File: src/rtl/lslf_pkg.sv
// Package for the least-squares line fit block.
// Holds the request/result payload types, status codes and sequencer states.
// No dependencies.
package lslf_pkg;

	localparam int SAMPLE_W = 24;
	localparam int RESULT_W = 32;

	typedef struct packed {
		logic signed [SAMPLE_W-1:0] sample;
		logic                       last;
	} lslf_req_t;

	typedef struct packed {
		logic signed [RESULT_W-1:0] slope;
		logic signed [RESULT_W-1:0] intercept;
		logic [1:0]                 status;
	} lslf_fit_t;

	localparam logic [1:0] STATUS_OK       = 2'd0;
	localparam logic [1:0] STATUS_ZERO_DEN = 2'd1;
	localparam logic [1:0] STATUS_TOO_LONG = 2'd2;

	localparam logic [RESULT_W-1:0] SAT_POS = 32'h7fff_ffff;
	localparam logic [RESULT_W-1:0] SAT_NEG = 32'h8000_0000;

	typedef enum logic [2:0] {
		S_ACC,
		S_MLOAD,
		S_MUL,
		S_DLOAD,
		S_DIV,
		S_RND,
		S_SAT,
		S_DONE
	} lslf_state_t;

endpackage

File: src/rtl/least_squares_line_fit.sv
// Least-squares line fit over a window of samples, with serial multiply and divide.
// Depends on lslf_pkg.
//
// Usage: requests arrive on req (valid/ready), one sample each, numbered 0, 1, 2 ...
// The request with last set closes the window; one result then leaves on fit
// (valid/ready) carrying slope, intercept and status. Other requests give no result.
// Throughput: one sample per cycle while a window fills. After the last sample the
// fit runs in a shift-add multiplier that takes one multiplier bit per cycle
// (6 products of YW bits each) and a restoring divider that takes one quotient
// bit per cycle (two quotients), then loads the output register. req_ready is
// low until then. A single-sample or overlong window skips the arithmetic and
// goes straight to the done state, from which its result enters the output
// register once that register is free.
// The result sits in an output register; a stalled receiver holds the block only
// once the next window's result is ready to be written.
// Reset clears the sums, the sample count and the output valid; it takes effect
// at once and needs no clearing pass.
module least_squares_line_fit #(
	parameter int MAX_SAMPLES = 64
) (
	input  logic                clk,
	input  logic                arst_n,
	input  logic                req_valid,
	output logic                req_ready,
	input  lslf_pkg::lslf_req_t req,
	output logic                fit_valid,
	input  logic                fit_ready,
	output lslf_pkg::lslf_fit_t fit
);
	import lslf_pkg::*;

	localparam longint unsigned MS   = longint'(MAX_SAMPLES);
	localparam longint unsigned AMAX = (MS - 1) * MS * (2 * MS - 1) / 6;
	localparam longint unsigned BMAX = (MS - 1) * MS / 2;
	localparam int IW   = $clog2(MAX_SAMPLES + 1);
	localparam int AW   = $clog2(AMAX + 1);
	localparam int BW   = $clog2(BMAX + 1);
	localparam int PRW  = IW + 1 + SAMPLE_W;
	localparam int CW0  = SAMPLE_W + BW + 1;
	localparam int CW   = (CW0 > PRW) ? CW0 : PRW;
	localparam int DW   = SAMPLE_W + IW;
	localparam int YW0  = (AW > BW) ? AW : BW;
	localparam int YW   = (YW0 > IW) ? YW0 : IW;
	localparam int PW0  = AW + CW + 2;
	localparam int PW   = (PW0 > RESULT_W + 2) ? PW0 : RESULT_W + 2;
	localparam int CTW  = $clog2(((PW > YW) ? PW : YW) + 1);

	lslf_state_t state_q, state_nxt;

	logic [IW-1:0]        idx_q;
	logic [AW-1:0]        a_q;
	logic [BW-1:0]        b_q;
	logic signed [CW-1:0] c_q;
	logic signed [DW-1:0] d_q;
	logic                 ovf_q;

	logic [2:0]           pass_q;
	logic [CTW-1:0]       cnt_q;
	logic signed [PW-1:0] acc_q;
	logic [PW-1:0]        mx_q;
	logic [YW-1:0]        my_q;
	logic [PW-1:0]        den_q;
	logic signed [PW-1:0] nums_q;
	logic                 dsel_q;
	logic                 dneg_q;
	logic [PW-1:0]        dq_q;
	logic [PW-1:0]        rem_q;
	logic [RESULT_W-1:0]  slope_q;
	logic [RESULT_W-1:0]  icept_q;
	logic [1:0]           status_q;
	lslf_fit_t            fit_q;
	logic                 fit_valid_q;

	logic                 req_fire;
	logic                 fit_load;
	logic                 room;
	logic [1:0]           win_status;
	logic [2*IW-1:0]      isq;
	logic signed [PRW-1:0] isp;
	logic                 cnt_end;
	logic signed [PW-1:0] dnum;
	logic [PW:0]          trial;
	logic                 round_up;
	logic [PW-32:0]       qhi;
	logic                 qhi_zero;
	logic                 q_is_min;
	logic [RESULT_W-1:0]  sat_res;

	assign req_fire = req_valid && req_ready;
	assign room     = idx_q < IW'(MAX_SAMPLES);
	assign cnt_end  = cnt_q == CTW'(1);

	// Window state as seen when the last sample arrives, before it is counted
	always_comb begin
		if (ovf_q || !room)
			win_status = STATUS_TOO_LONG;
		else if (idx_q == '0)
			win_status = STATUS_ZERO_DEN;
		else
			win_status = STATUS_OK;
	end

	assign isq = (2*IW)'(idx_q) * (2*IW)'(idx_q);
	assign isp = $signed({1'b0, idx_q}) * req.sample;

	// Divider step and final rounding / saturation
	assign dnum     = dsel_q ? acc_q : nums_q;
	assign trial    = {rem_q, dq_q[PW-1]} - {1'b0, den_q};
	assign round_up = {rem_q, 1'b0} >= {1'b0, den_q};
	assign qhi      = dq_q[PW-1:RESULT_W-1];
	assign qhi_zero = qhi == '0;
	assign q_is_min = (qhi == (PW-31)'(1)) && (dq_q[RESULT_W-2:0] == '0);

	always_comb begin
		if (dneg_q)
			sat_res = (qhi_zero || q_is_min) ? ~dq_q[RESULT_W-1:0] + 32'd1 : SAT_NEG;
		else
			sat_res = qhi_zero ? dq_q[RESULT_W-1:0] : SAT_POS;
	end

	// Next state
	always_comb begin
		state_nxt = state_q;
		unique case (state_q)
			S_ACC: begin
				if (req_fire && req.last)
					state_nxt = (win_status == STATUS_OK) ? S_MLOAD : S_DONE;
			end
			S_MLOAD: state_nxt = S_MUL;
			S_MUL: begin
				if (cnt_end)
					state_nxt = (pass_q == 3'd5) ? S_DLOAD : S_MLOAD;
			end
			S_DLOAD: state_nxt = S_DIV;
			S_DIV: begin
				if (cnt_end)
					state_nxt = S_RND;
			end
			S_RND: state_nxt = S_SAT;
			S_SAT:  state_nxt = dsel_q ? S_DONE : S_DLOAD;
			S_DONE: begin
				if (fit_load)
					state_nxt = S_ACC;
			end
			default: state_nxt = S_ACC;
		endcase
	end

	// Outputs of the sequencer
	always_comb begin
		req_ready = state_q == S_ACC;
		fit_load  = (state_q == S_DONE) && (!fit_valid_q || fit_ready);
	end

	always_ff @(posedge clk or negedge arst_n) begin
		if (!arst_n) begin
			state_q     <= S_ACC;
			fit_valid_q <= 1'b0;
			idx_q       <= '0;
			a_q         <= '0;
			b_q         <= '0;
			c_q         <= '0;
			d_q         <= '0;
			ovf_q       <= 1'b0;
		end else begin
			state_q <= state_nxt;
			if (fit_load)
				fit_valid_q <= 1'b1;
			else if (fit_ready)
				fit_valid_q <= 1'b0;

			if (fit_load) begin
				idx_q <= '0;
				a_q   <= '0;
				b_q   <= '0;
				c_q   <= '0;
				d_q   <= '0;
				ovf_q <= 1'b0;
			end else if (req_fire) begin
				if (room) begin
					a_q   <= a_q + AW'(isq);
					b_q   <= b_q + BW'(idx_q);
					c_q   <= c_q + CW'(isp);
					d_q   <= d_q + DW'(req.sample);
					idx_q <= idx_q + IW'(1);
				end else begin
					ovf_q <= 1'b1;
				end
			end
		end
	end

	always_ff @(posedge clk) begin
		unique case (state_q)
			S_ACC: begin
				if (req_fire && req.last) begin
					status_q <= win_status;
					slope_q  <= '0;
					icept_q  <= '0;
					pass_q   <= 3'd0;
					dsel_q   <= 1'b0;
				end
			end
			S_MLOAD: begin
				// even passes start a fresh sum; finished sums are kept aside
				if (!pass_q[0])
					acc_q <= '0;
				if (pass_q == 3'd2)
					den_q <= acc_q;
				if (pass_q == 3'd4)
					nums_q <= acc_q;
				cnt_q <= CTW'(YW);
				unique case (pass_q)
					3'd0: begin mx_q <= PW'(a_q); my_q <= YW'(idx_q); end
					3'd1: begin mx_q <= PW'(b_q); my_q <= YW'(b_q);   end
					3'd2: begin mx_q <= PW'(c_q); my_q <= YW'(idx_q); end
					3'd3: begin mx_q <= PW'(d_q); my_q <= YW'(b_q);   end
					3'd4: begin mx_q <= PW'(d_q); my_q <= YW'(a_q);   end
					3'd5: begin mx_q <= PW'(c_q); my_q <= YW'(b_q);   end
					default: begin mx_q <= '0; my_q <= '0; end
				endcase
			end
			S_MUL: begin
				if (my_q[0])
					acc_q <= pass_q[0] ? acc_q - mx_q : acc_q + mx_q;
				mx_q  <= {mx_q[PW-2:0], 1'b0};
				my_q  <= my_q >> 1;
				cnt_q <= cnt_q - CTW'(1);
				if (cnt_end)
					pass_q <= pass_q + 3'd1;
			end
			S_DLOAD: begin
				dneg_q <= dnum[PW-1];
				dq_q   <= dnum[PW-1] ? PW'(-dnum) : PW'(dnum);
				rem_q  <= '0;
				cnt_q  <= CTW'(PW);
			end
			S_DIV: begin
				if (!trial[PW]) begin
					rem_q <= trial[PW-1:0];
					dq_q  <= {dq_q[PW-2:0], 1'b1};
				end else begin
					rem_q <= {rem_q[PW-2:0], dq_q[PW-1]};
					dq_q  <= {dq_q[PW-2:0], 1'b0};
				end
				cnt_q <= cnt_q - CTW'(1);
			end
			S_RND: begin
				// ties go away from zero: rounding is on the magnitude
				dq_q <= dq_q + PW'(round_up);
			end
			S_SAT: begin
				if (dsel_q)
					icept_q <= sat_res;
				else
					slope_q <= sat_res;
				dsel_q <= 1'b1;
			end
			S_DONE: begin
				if (fit_load) begin
					fit_q.slope     <= slope_q;
					fit_q.intercept <= icept_q;
					fit_q.status    <= status_q;
				end
			end
			default: ;
		endcase
	end

	assign fit_valid = fit_valid_q;
	assign fit       = fit_q;

endmodule

File: config.mk
export PLATFORM = sky130hd
export DESIGN_NAME = least_squares_line_fit
export DESIGN_NICKNAME = d
export VERILOG_FILES = /design/src/rtl/lslf_pkg.sv /design/src/rtl/least_squares_line_fit.sv
export SDC_FILE = /design/constraint.sdc
export NUM_CORES = 2
export LEC_CHECK = 0
export ABC_AREA = 1
export BUFFER_PORTS_ARGS = -buffer_cell sky130_fd_sc_hd__buf_2
export CAP_MARGIN = 20
export CORE_MARGIN = 2
export CORE_UTILIZATION = 44
export DETAILED_ROUTE_END_ITERATION = 6
export SYNTH_ARGS = -nofsm -noshare
export SYNTH_HDL_FRONTEND = slang
export SYNTH_SLANG_ARGS = --single-unit
File: constraint.sdc
create_clock -name clk -period 11.5 [get_ports clk]
set_input_delay 2.3 -clock clk [delete_from_list [all_inputs] [get_ports clk]]
set_output_delay 2.3 -clock clk [all_outputs]
set_load 0.02 [all_outputs]
Word level (Yosys, flattened, before mapping). Cells that the tools add are included.

Flip-flop bits (word level): 597. Bits in latches: 0. RAM bits: 0. Memory bits (read-only): 0. Bits of input ports: 29. Output and inout port bits: 68. Logic and storage cells: 165. Memories kept: 0.

Add/subtract/negate cells: 13. Multiply operators: 2. Div/mod/pow operators: 0. Order comparisons: 2. Equality and inequality tests: 23. Shift operators: 0. Muxes and demuxes: 58. Bitwise logic cells: 1. Reduce and logical (&&, ||, !) cells: 41.

Operators by type and width (number): $mux 55 (6); $pmux 55 s2 (3); $pmux 55 s4 (1); $mux 32 (6); $pmux 55 s3 (1); $pmux 32 s2 (2); $mux 36 (3); $mux 31 (3); $ge 56x55->1 (1); $sub 56x55->56 (1); $add 55x1->55 (1); $add 55x55->55 (1); $neg 55->55 (1); $sub 55x55->55 (1); $mux 17 (3); $pmux 17 s3 (1); $add 36x32->36 (1); $pmux 17 s2 (1); $mux 11 (3); $add 32x1->32 const B (1); $mul 8x24->32 (1); $not 32->32 (1); $add 31x24->31 (1); $logic_not 31->1 (1); 36 further kinds (95).

Depth between registers and ports, before layout.
Depth in word-level cells: 8. Gate-level depth with buffers: 25. Depth with buffers taken out: 25.

Worst setup path after synthesis. Ideal clock, no wire load.

Path type: input-to-reg. Start point: in req[24] in the netlist's numbering. End point: reg c_q[34]. Setup time: 0.127 ns. Data arrival time: 6.358 ns. Data required time: 11.373 ns. Slack: 5.015 ns. Cell stages on the path: 17. Buffers on the path: 1. Path through: buf_1 nand2_1 inv_1 fa_1 fa_1 fa_1 inv_1 fa_1 inv_1 ha_1 a21oi_1 a21boi_0 o21ai_0 a21oi_1 nand3_1 nand2_1 o22ai_1.

Word-level cells in the longest chain between the ends: 5.

RTL lines: start: declaration (line least_squares_line_fit.sv:25) `input lslf_pkg::lslf_req_t req,`; $mul 8x24->32 (line least_squares_line_fit.sv:104) `assign isp = $signed({1'b0, idx_q}) * req.sample;`; $add 36x32->36 (line least_squares_line_fit.sv:183) `c_q <= c_q + CW'(isp);`; $mux 36 (line least_squares_line_fit.sv:180) `if (room) begin`; $mux 36 (line least_squares_line_fit.sv:179) `end else if (req_fire) begin`; $mux 36 (line least_squares_line_fit.sv:172) `if (fit_load) begin`; end signal: assignment (line least_squares_line_fit.sv:183); end: declaration (line least_squares_line_fit.sv:53) `logic signed [CW-1:0] c_q;`.

No other way between the ends. The select of a mux whose other input is x is not followed. A chain may end at the register's enable or synchronous reset.

Worst setup path in the final report.
Start point: in req[6] in the netlist's numbering. End point: reg c_q[33].

The elaborated chain is that of the path after synthesis.

==> impl_metrics.toml <==
[synthesis]
syn-num-nets = 7649
syn_area_per_cell_um2 = 7.23
synth_top_area_frac = 0.285
yosys-mux-area-fraction = 0
ys_seq_area_frac = 0.337
syn-cell-area_um2 = 51700
synth_compound_area_frac = 0.110
ys_warn_count = 0
synth_cell_types = 62
synthArstFlopShare = 0.179
yosys-top-cells-area = "edfxtp_1 (28%), nand2_1 (15%), inv_1 (9.3%), fa_1 (7.9%), ha_1 (6.4%)"
synth_edf_count = 490
netlist_instances = 7151
synth_seq_cells = 597
synth_top_family_by_area = "simple AND/OR/NAND/NOR gates"
ys.flop_type = "edfxtp_1"
yosys.area.top_type = "edfxtp_1"
synth-simple-area-share = 0.276
synth_xor_xnor_area_share = 0.0215
synth-adder-area-share = 0.143

[timing]
slew_viol_final = 0
tightest_slew_ns = 1.13
tns_ns = 0
relSlewSlack = 0.244
finalCriticalPeriod_ns = 6.68
timing_hold_violations_final = 0
rsz0062_at_grt = "no"
clock_skew_ns = 0.0314
period_share = 0.580
fmax_mhz = 150
finalSetupViolCount = 0

[setup_path]
crit-reg2reg-launch = "idx_q[2]$_DFFE_PN0P_"
worstRegToRegCells = 19
max_stage_delay_ns = 0.73
cp_common_cell = "nand2_1"
path_class = "in2reg"
start_kind = "input port"
r2r_slack_ns = 5.40
cp-startpoint = "req[6]"
cp_num_cells = 19
end_kind = "flip-flop"
rr_endpoint = "c_q[33]$_DFFE_PN0P_"
cp.arrival_ns = 7.20
critPathMaxFanout = 8
endpoint = "c_q[33]$_DFFE_PN0P_"
cp.required_ns = 12.02
worst-path-buf-inv = 4
worstPathCellList = "buf_2, nand2_1, fa_1, inv_1, fa_1, inv_1, fa_1, fa_1, inv_1, ha_1, nand2_1, o21ai_0, a21oi_1, o21ai_0, nand3_1, nand2_1, nand2_1, nand2_1, o22ai_1"
cp_top_family = "adder cells"
crit_slowest_cell = "o21ai_0"

[clock_tree]
clkSlewWorstSetupHoldPaths_ns = 0.06
ctsResizeCount = 0
cts_tree = "built"
cts_buffer_depth = 3
postCtsSetupRepairBufs = 0
htreeDepth = 3
cts.hold.buffers_added = 0
clock_latency_ns = 0.67
numCtsBuffers = 75
cts-root-buf = "clkbuf_16"
cts.sink_count = 597

[worst_hold_path]
hold_class = "reg2reg"

[die]
dieArea_um2 = 120000
dieWidth_um = 347
num_rows = 125
die_h_um = 347
io_pins = 97
start_util = 0.444
core_um2 = 116000

[grt]
met3_usage = 0.0344
gr-usage-met1 = 0.393
grt_busiest_layer = "met2"
grtUsageMet2 = 0.471
grt_max_degree = 75
grt_pass1_wl_um = 267000
antenna_found_initial = 8
grt_overflow = 0
grt_pass1_vias = 45200
track_usage = 0.286

[route]
wirelength_um = 174000
drt_pass1_iterations = 6
postRouteAntennaNets = 0
vias_per_cell = 5.34
wl_per_cell_um = 19.8
dr.first_iter.drc_count = 4433
post-route-drc-count = 0
dr_total_vias = 46900

[place]
dp_hpwl_um = 138000
place.port_buffers = 96
gp_congestion = 1.01

[cells_and_area]
nNetsFinal = 7697
syn_to_final_growth_pct = 8.68
drive_above_1_share = 0.0545
fillers = 11900

[job]
maxCapViolCount = 0

[status]
status = "finished clean"
synth_stat cells (49+ instances only):
master,count
clkbuf_1,104
o21ai_0,384
inv_1,1285
ha_1,264
xor2_1,112
o22ai_1,63
nand4_1,102
edfxtp_1,490
nor3_1,101
o21ai_1,49
fa_1,205
nor2_1,726
nand2_1,2017
nand3_1,365
a21oi_1,350
dfrtp_1,107
cells in the final DEF (no fill, tap or decap), drive strengths merged, types with 112 or more instances in the layout:
cell type and count:
xor2 112, o21ai 446, ha 264, nand3 372
edfxtp 490, buf 141, inv 1321, fa 205
a21oi 350, nand2 2036, nor2 759
cells by family after synthesis:
family,after synthesis
AO/OA/AOI/OAI,1024
XOR/XNOR,127
adder cells (fa/ha/maj),469
buffers and inverters,1488
flip-flops,597
AND/OR/NAND/NOR,3446
area by class of cell:
| class | instances | area (um2) | area share |
|---|---|---|---|
| Multi-Input combinational cell | 5066 | 28500 | 0.508 |
| Sequential cell | 597 | 17400 | 0.310 |
| Inverter | 1317 | 4950 | 0.0881 |
| Clock buffer | 95 | 2050 | 0.0366 |
| Tap cell | 1524 | 1910 | 0.0339 |
| Timing Repair Buffer | 142 | 828 | 0.0147 |
| Clock inverter | 43 | 499 | 0.00889 |
| Antenna cell | 1 | 2.50 | 0.0000446 |
metrics by stage:
step | area [um2] | utilization | hold WS [ns] | setup WS [ns] | cells
2_1_floorplan | 51700 | - | 0.400 | 5.02 | 7151
3_3_place_gp | 53600 | 0.461 | 0.402 | 4.24 | 8645
3_5_place_dp | 53600 | 0.461 | 0.405 | 4.19 | 8645
4_1_cts | 56200 | 0.483 | 0.399 | 4.95 | 8783
5_1_grt | 56200 | 0.483 | 0.401 | 4.58 | 8784
6_report | 56200 | 0.483 | 0.404 | 4.82 | 8785
layer usage:
metal | part of all wire | wire [um]
met5 | 0.00016 | 28
met4 | 0.033 | 5680
met3 | 0.061 | 10600
met1 | 0.45 | 77500
met2 | 0.46 | 80100
worst min-delay path by stage:
stage                          start                end  slack (ns)  depth (start not counted)
4_1_cts         slope_q[7]$_DFFE_PP_  fit[41]$_DFFE_PP_        0.40                          0
5_1_grt         icept_q[5]$_DFFE_PP_   fit[7]$_DFFE_PP_        0.40                          0
3_3_place_gp   icept_q[26]$_DFFE_PP_  fit[28]$_DFFE_PP_        0.40                          0
2_1_floorplan  status_q[0]$_DFFE_PP_   fit[0]$_DFFE_PP_        0.40                          0
6_report        slope_q[7]$_DFFE_PP_  fit[41]$_DFFE_PP_        0.40                          0
3_5_place_dp    icept_q[8]$_DFFE_PP_  fit[10]$_DFFE_PP_        0.40                          0
registers in the layout, summed over array words and instances (netlist names), 2 cells and up:
register,count
b_q,11
status_q,2
idx_q,7
c_q,36
slope_q,32
rem_q,55
mx_q,55
pass_q,3
dq_q,55
a_q,17
acc_q,55
d_q,31
den_q,55
nums_q,55
fit,66
my_q,17
state_q,3
icept_q,32
cnt_q,6
Power is not shown: default switching activity piles up to over one toggle a cycle in this logic, so the estimate is an artifact.
